## src/rtl/core/mse_pkg.sv

```systemverilog
// Shared types, command and status codes for the max stack engine.
`default_nettype none

package mse_pkg;

    localparam int DATA_W              = 32;
    localparam int DEFAULT_STACK_DEPTH = 64;
    localparam int CMD_W               = 3;
    localparam int STATUS_W            = 2;

    localparam logic [CMD_W-1:0] CMD_PUSH     = 3'd0;
    localparam logic [CMD_W-1:0] CMD_POP      = 3'd1;
    localparam logic [CMD_W-1:0] CMD_TOP      = 3'd2;
    localparam logic [CMD_W-1:0] CMD_PEEK_MAX = 3'd3;
    localparam logic [CMD_W-1:0] CMD_POP_MAX  = 3'd4;

    localparam logic [STATUS_W-1:0] STAT_OK    = 2'd0;
    localparam logic [STATUS_W-1:0] STAT_EMPTY = 2'd1;
    localparam logic [STATUS_W-1:0] STAT_FULL  = 2'd2;

    localparam logic [DATA_W-1:0] EMPTY_VALUE = '1;

    typedef enum logic [2:0] {
        S_IDLE,
        S_READ,
        S_SCAN,
        S_SCAN_END,
        S_SHIFT,
        S_DONE
    } state_t;

    // control from the sequencer to the max scan unit
    typedef struct packed {
        logic valid;   // a stored word is on the read port this cycle
        logic first;   // it is the topmost word of the scan
    } scan_ctl_t;

endpackage

`default_nettype wire

```

## src/rtl/core/mse_max_scan.sv

```systemverilog
// Running maximum over words read top-down from the stack memory.
`default_nettype none

module mse_max_scan #(
    parameter int IDX_W = 6
) (
    input  wire logic                        clk,
    input  wire mse_pkg::scan_ctl_t          ctl,
    input  wire logic signed [mse_pkg::DATA_W-1:0] value,
    input  wire logic [IDX_W-1:0]            idx,
    output logic signed [mse_pkg::DATA_W-1:0] best_value,
    output logic [IDX_W-1:0]                 best_idx
);
    import mse_pkg::*;

    logic signed [DATA_W-1:0] best_value_reg;
    logic [IDX_W-1:0]         best_idx_reg;
    logic                     take;

    // strict compare: on a tie the higher (earlier seen) entry is kept
    assign take = ctl.valid && (ctl.first || (value > best_value_reg));

    always_ff @(posedge clk)
    begin
        if (take)
        begin
            best_value_reg <= value;
            best_idx_reg   <= idx;
        end
    end

    assign best_value = best_value_reg;
    assign best_idx   = best_idx_reg;

endmodule

`default_nettype wire

```

## src/rtl/core/max_stack_engine.sv

```systemverilog
// Top level of the max stack engine: sequencer, stack memory and output register.
//
// Usage:
//   Commands enter on the s_axis channel: s_axis_tuser carries the command
//   (push, pop, top, peek max, pop max), s_axis_tdata the value to push.
//   Every word accepted gives exactly one result word on m_axis: tdata holds
//   the value, tuser the status (ok, empty, full).
//   States from acceptance to the result being offered:
//     push, invalid command, or any command on an empty stack: IDLE, DONE
//     pop, top: IDLE, READ, DONE
//     peek max: IDLE, SCAN, SCAN_END, DONE
//     pop max: as peek max, with SHIFT before DONE when the maximum is not on top
//   These paths follow from the single read port of the stack memory
//   (one word per cycle, registered read): the maximum search reads every
//   entry, and closing the gap after pop max moves one entry per cycle. One
//   command is worked on at a time; the next is accepted as soon as the
//   result sits in the output register.
//   Reset clears the entry count and the control state; memory contents are
//   left as they are and never read before a push writes them.
//   When the receiver stalls, the result waits in the output register; a
//   following command may run but holds its result until that slot frees.
`default_nettype none

module max_stack_engine #(
    parameter int STACK_DEPTH = mse_pkg::DEFAULT_STACK_DEPTH
) (
    input  wire logic                          clk,
    input  wire logic                          rst_n,
    input  wire logic                          s_axis_tvalid,
    output logic                               s_axis_tready,
    input  wire logic [mse_pkg::DATA_W-1:0]    s_axis_tdata,   // [31:0] push_value
    input  wire logic [mse_pkg::CMD_W-1:0]     s_axis_tuser,   // [2:0] command
    output logic                               m_axis_tvalid,
    input  wire logic                          m_axis_tready,
    output logic [mse_pkg::DATA_W-1:0]         m_axis_tdata,   // [31:0] result_value
    output logic [mse_pkg::STATUS_W-1:0]       m_axis_tuser    // [1:0] status
);
    import mse_pkg::*;

    localparam int IW = $clog2(STACK_DEPTH);
    localparam int CW = $clog2(STACK_DEPTH + 1);

    // stack memory, one write and one registered read port
    logic [DATA_W-1:0] mem [STACK_DEPTH];
    logic [DATA_W-1:0] rd_data_reg;
    logic              mem_wr_en;
    logic [IW-1:0]     mem_wr_addr;
    logic [DATA_W-1:0] mem_wr_data;
    logic              mem_rd_en;
    logic [IW-1:0]     mem_rd_addr;

    state_t            state_reg, state_next;
    logic [CW-1:0]     count_reg, count_next;
    logic [IW-1:0]     data_idx_reg, data_idx_next;   // index of word on rd_data_reg
    logic              first_reg, first_next;
    logic [IW-1:0]     sh_idx_reg, sh_idx_next;       // destination of gap closing
    logic              popmax_reg, popmax_next;
    logic [DATA_W-1:0] res_value_reg, res_value_next;
    logic [STATUS_W-1:0] res_status_reg, res_status_next;

    logic                out_valid_reg;
    logic [DATA_W-1:0]   out_value_reg;
    logic [STATUS_W-1:0] out_status_reg;
    logic                out_load;

    scan_ctl_t                 scan_ctl;
    logic signed [DATA_W-1:0]  best_value;
    logic [IW-1:0]             best_idx;
    logic [IW-1:0]             top_idx;

    assign top_idx = IW'(count_reg - CW'(1));

    mse_max_scan #(
        .IDX_W (IW)
    ) u_scan (
        .clk        (clk),
        .ctl        (scan_ctl),
        .value      (signed'(rd_data_reg)),
        .idx        (data_idx_reg),
        .best_value (best_value),
        .best_idx   (best_idx)
    );

    always_ff @(posedge clk)
    begin
        if (mem_wr_en)
        begin
            mem[mem_wr_addr] <= mem_wr_data;
        end
        if (mem_rd_en)
        begin
            rd_data_reg <= mem[mem_rd_addr];
        end
    end

    assign s_axis_tready = (state_reg == S_IDLE);

    always_ff @(posedge clk or negedge rst_n)
    begin
        if (!rst_n)
        begin
            state_reg <= S_IDLE;
            count_reg <= '0;
        end
        else
        begin
            state_reg <= state_next;
            count_reg <= count_next;
        end
    end

    always_ff @(posedge clk)
    begin
        data_idx_reg   <= data_idx_next;
        first_reg      <= first_next;
        sh_idx_reg     <= sh_idx_next;
        popmax_reg     <= popmax_next;
        res_value_reg  <= res_value_next;
        res_status_reg <= res_status_next;
    end

    always_comb
    begin
        state_next      = state_reg;
        count_next      = count_reg;
        data_idx_next   = data_idx_reg;
        first_next      = first_reg;
        sh_idx_next     = sh_idx_reg;
        popmax_next     = popmax_reg;
        res_value_next  = res_value_reg;
        res_status_next = res_status_reg;
        mem_wr_en       = 1'b0;
        mem_wr_addr     = sh_idx_reg;
        mem_wr_data     = rd_data_reg;
        mem_rd_en       = 1'b0;
        mem_rd_addr     = top_idx;
        scan_ctl        = '0;
        out_load        = 1'b0;

        unique case (state_reg)
            S_IDLE:
            begin
                if (s_axis_tvalid)
                begin
                    res_value_next  = '0;
                    res_status_next = STAT_OK;
                    state_next      = S_DONE;
                    if (s_axis_tuser == CMD_PUSH)
                    begin
                        if (count_reg == CW'(STACK_DEPTH))
                        begin
                            res_status_next = STAT_FULL;
                        end
                        else
                        begin
                            mem_wr_en   = 1'b1;
                            mem_wr_addr = count_reg[IW-1:0];
                            mem_wr_data = s_axis_tdata;
                            count_next  = count_reg + CW'(1);
                        end
                    end
                    else if (s_axis_tuser == CMD_POP || s_axis_tuser == CMD_TOP
                             || s_axis_tuser == CMD_PEEK_MAX
                             || s_axis_tuser == CMD_POP_MAX)
                    begin
                        if (count_reg == '0)
                        begin
                            res_value_next  = EMPTY_VALUE;
                            res_status_next = STAT_EMPTY;
                        end
                        else
                        begin
                            mem_rd_en     = 1'b1;
                            data_idx_next = top_idx;
                            first_next    = 1'b1;
                            popmax_next   = (s_axis_tuser == CMD_POP_MAX);
                            if (s_axis_tuser == CMD_POP || s_axis_tuser == CMD_TOP)
                            begin
                                state_next = S_READ;
                                if (s_axis_tuser == CMD_POP)
                                begin
                                    count_next = count_reg - CW'(1);
                                end
                            end
                            else
                            begin
                                state_next = S_SCAN;
                            end
                        end
                    end
                end
            end

            S_READ:
            begin
                res_value_next  = rd_data_reg;
                res_status_next = STAT_OK;
                state_next      = S_DONE;
            end

            S_SCAN:
            begin
                scan_ctl.valid = 1'b1;
                scan_ctl.first = first_reg;
                first_next     = 1'b0;
                if (data_idx_reg != '0)
                begin
                    mem_rd_en     = 1'b1;
                    mem_rd_addr   = data_idx_reg - IW'(1);
                    data_idx_next = data_idx_reg - IW'(1);
                end
                else
                begin
                    state_next = S_SCAN_END;
                end
            end

            S_SCAN_END:
            begin
                res_value_next  = best_value;
                res_status_next = STAT_OK;
                state_next      = S_DONE;
                if (popmax_reg)
                begin
                    if ((CW'(best_idx) + CW'(1)) < count_reg)
                    begin
                        mem_rd_en   = 1'b1;
                        mem_rd_addr = IW'(CW'(best_idx) + CW'(1));
                        sh_idx_next = best_idx;
                        state_next  = S_SHIFT;
                    end
                    else
                    begin
                        count_next = count_reg - CW'(1);
                    end
                end
            end

            S_SHIFT:
            begin
                // rd_data_reg holds the entry just above sh_idx_reg
                mem_wr_en = 1'b1;
                if ((CW'(sh_idx_reg) + CW'(2)) < count_reg)
                begin
                    mem_rd_en   = 1'b1;
                    mem_rd_addr = IW'(CW'(sh_idx_reg) + CW'(2));
                    sh_idx_next = sh_idx_reg + IW'(1);
                end
                else
                begin
                    count_next = count_reg - CW'(1);
                    state_next = S_DONE;
                end
            end

            S_DONE:
            begin
                if (!out_valid_reg || m_axis_tready)
                begin
                    out_load   = 1'b1;
                    state_next = S_IDLE;
                end
            end

            default:
            begin
                state_next = S_IDLE;
            end
        endcase
    end

    // output register: parts the result from the next command
    always_ff @(posedge clk or negedge rst_n)
    begin
        if (!rst_n)
        begin
            out_valid_reg <= 1'b0;
        end
        else if (out_load)
        begin
            out_valid_reg <= 1'b1;
        end
        else if (m_axis_tready)
        begin
            out_valid_reg <= 1'b0;
        end
    end

    always_ff @(posedge clk)
    begin
        if (out_load)
        begin
            out_value_reg  <= res_value_reg;
            out_status_reg <= res_status_reg;
        end
    end

    assign m_axis_tvalid = out_valid_reg;
    assign m_axis_tdata  = out_value_reg;
    assign m_axis_tuser  = out_status_reg;

    a_count_range: assert property (@(posedge clk) disable iff (!rst_n)
        count_reg <= CW'(STACK_DEPTH))
        else $error("entry count above stack depth");

    a_count_step: assert property (@(posedge clk) disable iff (!rst_n)
        (count_reg != $past(count_reg)) |->
            (count_reg == $past(count_reg) + CW'(1) || count_reg == $past(count_reg) - CW'(1)))
        else $error("entry count moved by more than one");

    a_scan_idx: assert property (@(posedge clk) disable iff (!rst_n)
        (state_reg == S_SCAN) |-> (CW'(data_idx_reg) < count_reg))
        else $error("scan index outside held entries");

    a_shift_idx: assert property (@(posedge clk) disable iff (!rst_n)
        (state_reg == S_SHIFT) |-> ((CW'(sh_idx_reg) + CW'(1)) < count_reg))
        else $error("gap closing beyond the top entry");

    a_load_free: assert property (@(posedge clk) disable iff (!rst_n)
        out_load |-> (!out_valid_reg || m_axis_tready))
        else $error("result overwrites a word not yet taken");

endmodule

`default_nettype wire

```

## config.mk

```make
export PLATFORM = sky130hd
export DESIGN_NAME = max_stack_engine
export DESIGN_NICKNAME = d
export VERILOG_FILES = /design/src/rtl/core/mse_pkg.sv /design/src/rtl/core/mse_max_scan.sv /design/src/rtl/core/max_stack_engine.sv
export SDC_FILE = /design/constraint.sdc
export NUM_CORES = 2
export LEC_CHECK = 0
export CORE_MARGIN = 5
export CORE_UTILIZATION = 55
export CTS_BUF_LIST = sky130_fd_sc_hd__clkbuf_8
export CTS_CLUSTER_DIAMETER = 30
export CTS_CLUSTER_SIZE = 8
export DETAILED_ROUTE_END_ITERATION = 10
export DONT_BUFFER_PORTS = 1
export PLACE_DENSITY = 0.8
export RECOVER_POWER = 100
export SKIP_LAST_GASP = 1
export SLEW_MARGIN = 20
export SYNTH_ARGS = -nofsm -noshare
export SYNTH_HDL_FRONTEND = slang
export SYNTH_SLANG_ARGS = --single-unit
```

## constraint.sdc

```tcl
create_clock -name clk -period 5 [get_ports clk]
set_input_delay 0.25 -clock clk [delete_from_list [all_inputs] [get_ports clk]]
set_output_delay 0.25 -clock clk [all_outputs]
set_load 0.05 [all_outputs]
```

After elaboration in Yosys (flattened, before gate mapping)
Memories as Yosys holds them, arrays and structs flattened. A register that Yosys moved wholly into a read port is not among the register bits.
Index checks and enable logic that the tools add are counted.
{"block": "classes", "add_sub_neg": 6, "order_cmp": 3, "n_eq_ne": 27, "muxes": 81, "n_bitwise": 2, "n_reduce_logical": 26}
{"operator": "$mux 32", "count": 8}
{"operator": "$mux 6", "count": 16}
{"operator": "$pmux 32 s3", "count": 1}
{"operator": "$mux 7", "count": 10}
{"operator": "$gt 32x32->1", "count": 1}
{"operator": "$mux 1", "count": 25}
{"operator": "$pmux 6 s2", "count": 2}
{"operator": "$ne 2x2->1 const B", "count": 11}
{"operator": "$mux 3", "count": 7}
{"operator": "$pmux 7 s3", "count": 1}
{"operator": "$pmux 3 s6", "count": 1}
{"operator": "$pmux 6 s3", "count": 1}
{"operator": "$lt 7x7->1", "count": 2}
{"operator": "$eq 3x2->1 const B", "count": 4}
{"operator": "$mux 2", "count": 5}
{"operator": "$reduce_and 10->1", "count": 1}
{"operator": "$reduce_and 5->1", "count": 2}
{"operator": "$eq 3x3->1 const B", "count": 3}
{"operator": "$ne 3x1->1 const B", "count": 3}
{"operator": "$reduce_and 4->1", "count": 2}
{"operator": "$reduce_bool 2->1", "count": 4}
{"operator": "$add 6x1->7 const B", "count": 1}
{"operator": "$add 6x2->7 const B", "count": 1}
{"operator": "$add 7x1->7 const B", "count": 1}
{"operator": "21 further kinds", "count": 32}
{"block": "totals", "register_bits": 131, "ramBits": 2048, "mem_count": 1}
{"memory": "mem", "depth": 64, "width": 32, "read_ports": 1, "rd_clocked_by_memory_dff": 1, "write_ports": 1, "line": "max_stack_engine.sv:44", "text": "logic [DATA_W-1:0] mem [STACK_DEPTH];"}

Logic depth before layout (Yosys ltp)
{"block": "depth", "word_depth": 8, "depth_mapped": 18, "ltp_nobuf": 14}

Hierarchy
A second synthesis with hierarchy kept.
{"block": "unflattened", "hier_cells": 5476, "area_unflattened_um2": 86984.7}
{"mod": "max_stack_engine", "instances": 1, "cells_each": 5324, "area_per_inst_um2": 84996.5}
{"mod": "mse_max_scan", "instances": 1, "cells_each": 152, "area_per_inst_um2": 1988.2}

Worst setup path before layout
No wires, ideal clock.
{"block": "synth_path", "path_type": "flip-flop to flip-flop", "start": "register count_reg[0]", "end": "memory mem[0][0], data pin", "setup_ps": 702, "t_arrival_ps": 4505, "required_ps": 4298, "slack_ps": -207, "stages_incl_launch_ff": 10, "path_buffers": 4, "synth_period_minus_slack_ps": 5207, "cell_sequence": "dfrtp_1 -> clkbuf_1 -> inv_1 -> ha_1 -> nand4_1 -> and4_1 -> clkbuf_1 -> clkbuf_1 -> buf_1 -> o21ai_0"}
{"block": "synth_between", "elab_chain_len": 5}
{"element": "start: declaration", "line": "max_stack_engine.sv:53", "text": "logic [CW-1:0] count_reg, count_next;"}
{"element": "start signal: assignment", "line": "max_stack_engine.sv:108", "text": "count_reg <= count_next;"}
{"element": "$eq 7x7->1", "line": "max_stack_engine.sv:150", "text": "if (count_reg == CW'(STACK_DEPTH))"}
{"element": "$mux 32", "line": "max_stack_engine.sv:150"}
{"element": "$mux 32", "line": "max_stack_engine.sv:148", "text": "if (s_axis_tuser == CMD_PUSH)"}
{"element": "$mux 32", "line": "max_stack_engine.sv:143", "text": "if (s_axis_tvalid)"}
{"element": "$mux 32", "line": "max_stack_engine.sv:140", "text": "unique case (state_reg)"}
{"element": "net mem_wr_data[0]", "line": "max_stack_engine.sv:48", "text": "logic [DATA_W-1:0] mem_wr_data;"}
{"element": "end: declaration", "line": "max_stack_engine.sv:44"}
The timed path passes the listed nets, and every way through them passes these cells.

Worst setup path after layout
{"block": "layout_path", "start": "register count_reg[1]", "end": "memory mem[23][5] (enable)"}
{"block": "layout_between", "elab_chain_len": 7, "elab_cells_between_ends": 11, "cone_classes": "eq/ne: 1; mux: 10"}
{"element": "$eq 7x7->1", "line": "max_stack_engine.sv:150"}
{"element": "$mux 1", "line": "max_stack_engine.sv:150"}
{"element": "$mux 1", "line": "max_stack_engine.sv:148"}
{"element": "$mux 1", "line": "max_stack_engine.sv:143"}
{"element": "$pmux 1 s2", "line": "max_stack_engine.sv:140"}
{"element": "$mux 1", "line": "max_stack_engine.sv:86", "text": "if (mem_wr_en)"}
{"element": "$mux 1 (not written as such)", "line": "max_stack_engine.sv:88", "text": "mem[mem_wr_addr] <= mem_wr_data;"}
Parallel ways exist; a longest one is shown, timed or not.

==> results.ini <==
[yosys]
yosysUniqueCellTypes = 65
syn_area_per_cell_um2 = 15.14
synth_edf_count = 2200
syn-cell-area_mm2 = 0.08734
yosysWarnings = 0
ys_seq_area_share_pct = 75.96
synthFlopType = edfxtp_1
netlist_instances = 5770
synth_seq_cells = 2211
syn-num-nets = 5859
synthArstFlopShare_pct = 0.4975

[critical_path]
path_cells = inv_1 > clkbuf_1 > ha_1 > nand4_1 > and4_1 > buf_4 > o21ai_0 > nand3_1 > clkbuf_2 > nor2_4 > clkbuf_2
critPathMostFrequentCell = clkbuf_2
crit_family = buffers and inverters
worstSetupPathType = reg -> reg
cpPeakStageDelay_ns = 0.62
cpMaxStageDelayCell = and4_1
crit_arrival_ns = 5.55
critPathLaunchType = flip-flop
end_kind = flip-flop
critPathRequiredTime_ns = 5.61
path_max_fanout = 25
crit_buf_inv = 5

[place]
globalplace.congestion = 0.9418
place_ws_ns = -0.06729
port_buffers = 0
hpwlAfterDp_mm = 140.0

[timing]
tightest_slew_ns = 2.081
period_minus_slack_ns = 4.941
skew_ns = 0.08948
setup_viol = 0
slew_violations = 208
hold_violations = 0
fmax_ghz = 0.2024
maxSlewHeadroom_pct = -38.74
setup_ws_ns = 0.05854
finalCritPeriodShare_pct = 98.83

[final_layout]
drive_gt1_share_pct = 15.44
largest_reg_flops = 2048
nets = 6355
fillers = 10250
area_growth_pct = 15.55
regMostFlops = mem
multi_input_area_mm2 = 0.01981
final-seq-area_mm2 = 0.06634

[floorplan]
num_rows = 146
die_area_mm2 = 0.1669
core_area_mm2 = 0.1582
start_util_pct = 55.21
fp.dieH_um = 408.5
die_w_um = 408.5
io_pins = 75

[global_routing]
track_usage_pct = 29.16
grt_max_degree = 73
grt_first_pass_wirelength_mm = 360.2
grt_overflow_total = 0
antenna_found_initial = 9
grt_pass1_vias = 55210

[detailed_routing]
dr.first_iter.drc_count = 8346
via_per_inst = 6.495
via_count = 55870
remaining_drc_errors = 0
finalWirelength_mm = 248.8
wl_per_cell_um = 28.92
dr.pass1.iters = 6
ant_nets = 0

[status]
outcome = finished with violations
violations = capacitance limit, slew limit

[clocking]
h-tree-depth = 5
cts_tree = yes
root_buffer = clkbuf_8
cts_buffers = 405
clkTransAtPathRegs_ns = 0.05
clockBufferDepth = 4
clk-insertion-delay-late_ns = 1.05
clkSinkCount = 2211

[job]
maxCapViolations = 6

[hold_path]
hp-class = in -> reg

==> per-layer routing <==
layer	up-vias	GRT usage (%)	share of wire [%]
met5	-	0	0.0088
met4	4	16.28	6.6
met3	980	7.470	14
li1	23180	-	-
met1	27210	37.42	34
met2	4505	45.84	46
==> cell usage in the layout, fill, tap and decap left out, drive strengths merged, types with 76 or more instances in the layout <==
cell type  netlist  routed
clkinv           0     133
o22ai          259     259
nand2          943     943
inv             50     112
o21ai          182     182
clkbuf         175     511
a21oi          482     482
buf            168     290
edfxtp        2200    2200
nor3            76      76
mux2i          613     613
nor2           101     101
nor4           196     196
==> what timing repair did <==
| item | CTS | global route |
|---|---|---|
| hold endpoints to repair | 349 | 332 |
| gates resized for setup | 2 | 14 |
| cloned | 0 | 1 |
| pin swaps | 0 | 0 |
| setup buffers | 3 | 6 |
| setup endpoints to repair | 3 | 32 |
| hold buffers | 25 | 15 |
==> per-stage QoR <==
stage          hold WS [ns]  util, %  area (µm²)  instances  TNS (ns)
6_report             0.2235    63.80      100900       8603         0
5_1_grt              0.2201    63.79      100900       8597  -0.01356
4_1_cts             0.01508    64.03      101300       8571         0
3_5_place_dp       -0.04500    58.91       93200       7881  -0.06729
3_3_place_gp       -0.04507    58.91       93200       7881   -0.2741
2_1_floorplan      -0.04559        -       87340       5770         0
==> final timing paths <==
path	start	to	slack [ns]	cells past startpoint
worst max-delay path	count_reg[1]	mem[23][5]	0.06	11
worst min-delay path	s_axis_tuser[2]	count_reg[0]	0.22	6
worst max register to register	count_reg[1]	mem[23][5]	0.06	11
worst min register to register	res_value_reg[5]	m_axis_tdata[5]	0.42	0
max in group asynchronous	rst_n	state_reg[1]	4.24	2
min in group asynchronous	rst_n	m_axis_tvalid	0.26	2
==> logic make-up after synthesis <==
group           after synthesis  share of synthesized area (%)
simple gates               1437                          7.183
buf+inv                     393                          1.935
fa+ha+maj                    50                         0.7163
mux                         647                          7.464
flops                      2211                          75.96
xor+xnor                     23                         0.2306
compound gates             1009                          6.515
==> worst reg2reg max path: cells and delay by family (launching register included) <==
family	cells	cell delay [ns]
buffers and inverters	5	1.74
AND/OR/NAND/NOR	4	1.56
AO/OA/AOI/OAI	1	0.50
flip-flops	1	0.37
adder cells (fa/ha/maj)	1	0.36
==> cells in the mapped netlist (34+ instances only) <==
cell type,count,area [µm²]
edfxtp_1,2200,66060
nand2_1,943,3540
mux2i_1,613,6136
a21oi_1,482,2412
o22ai_1,259,1620
nor4_1,196,1226
o21ai_0,178,890.9
clkbuf_1,175,656.9
buf_2,121,605.6
nor2_1,101,379.1
nor3_1,76,380.4
ha_1,50,625.6
inv_1,49,183.9
buf_1,35,131.4
mux2_2,34,382.9
==> layout make-up <==
class,count,area share (%)
diodes,10,0.02479
clock buffers,409,5.578
repair buffers,432,4.122
well taps,2072,2.569
multi-input cells,3166,19.63
flip-flops and latches,2211,65.73
clock inverters,253,2.162
inverters,50,0.1860
Power is not shown: default switching activity piles up to over one toggle a cycle in this logic, so the estimate is an artifact.
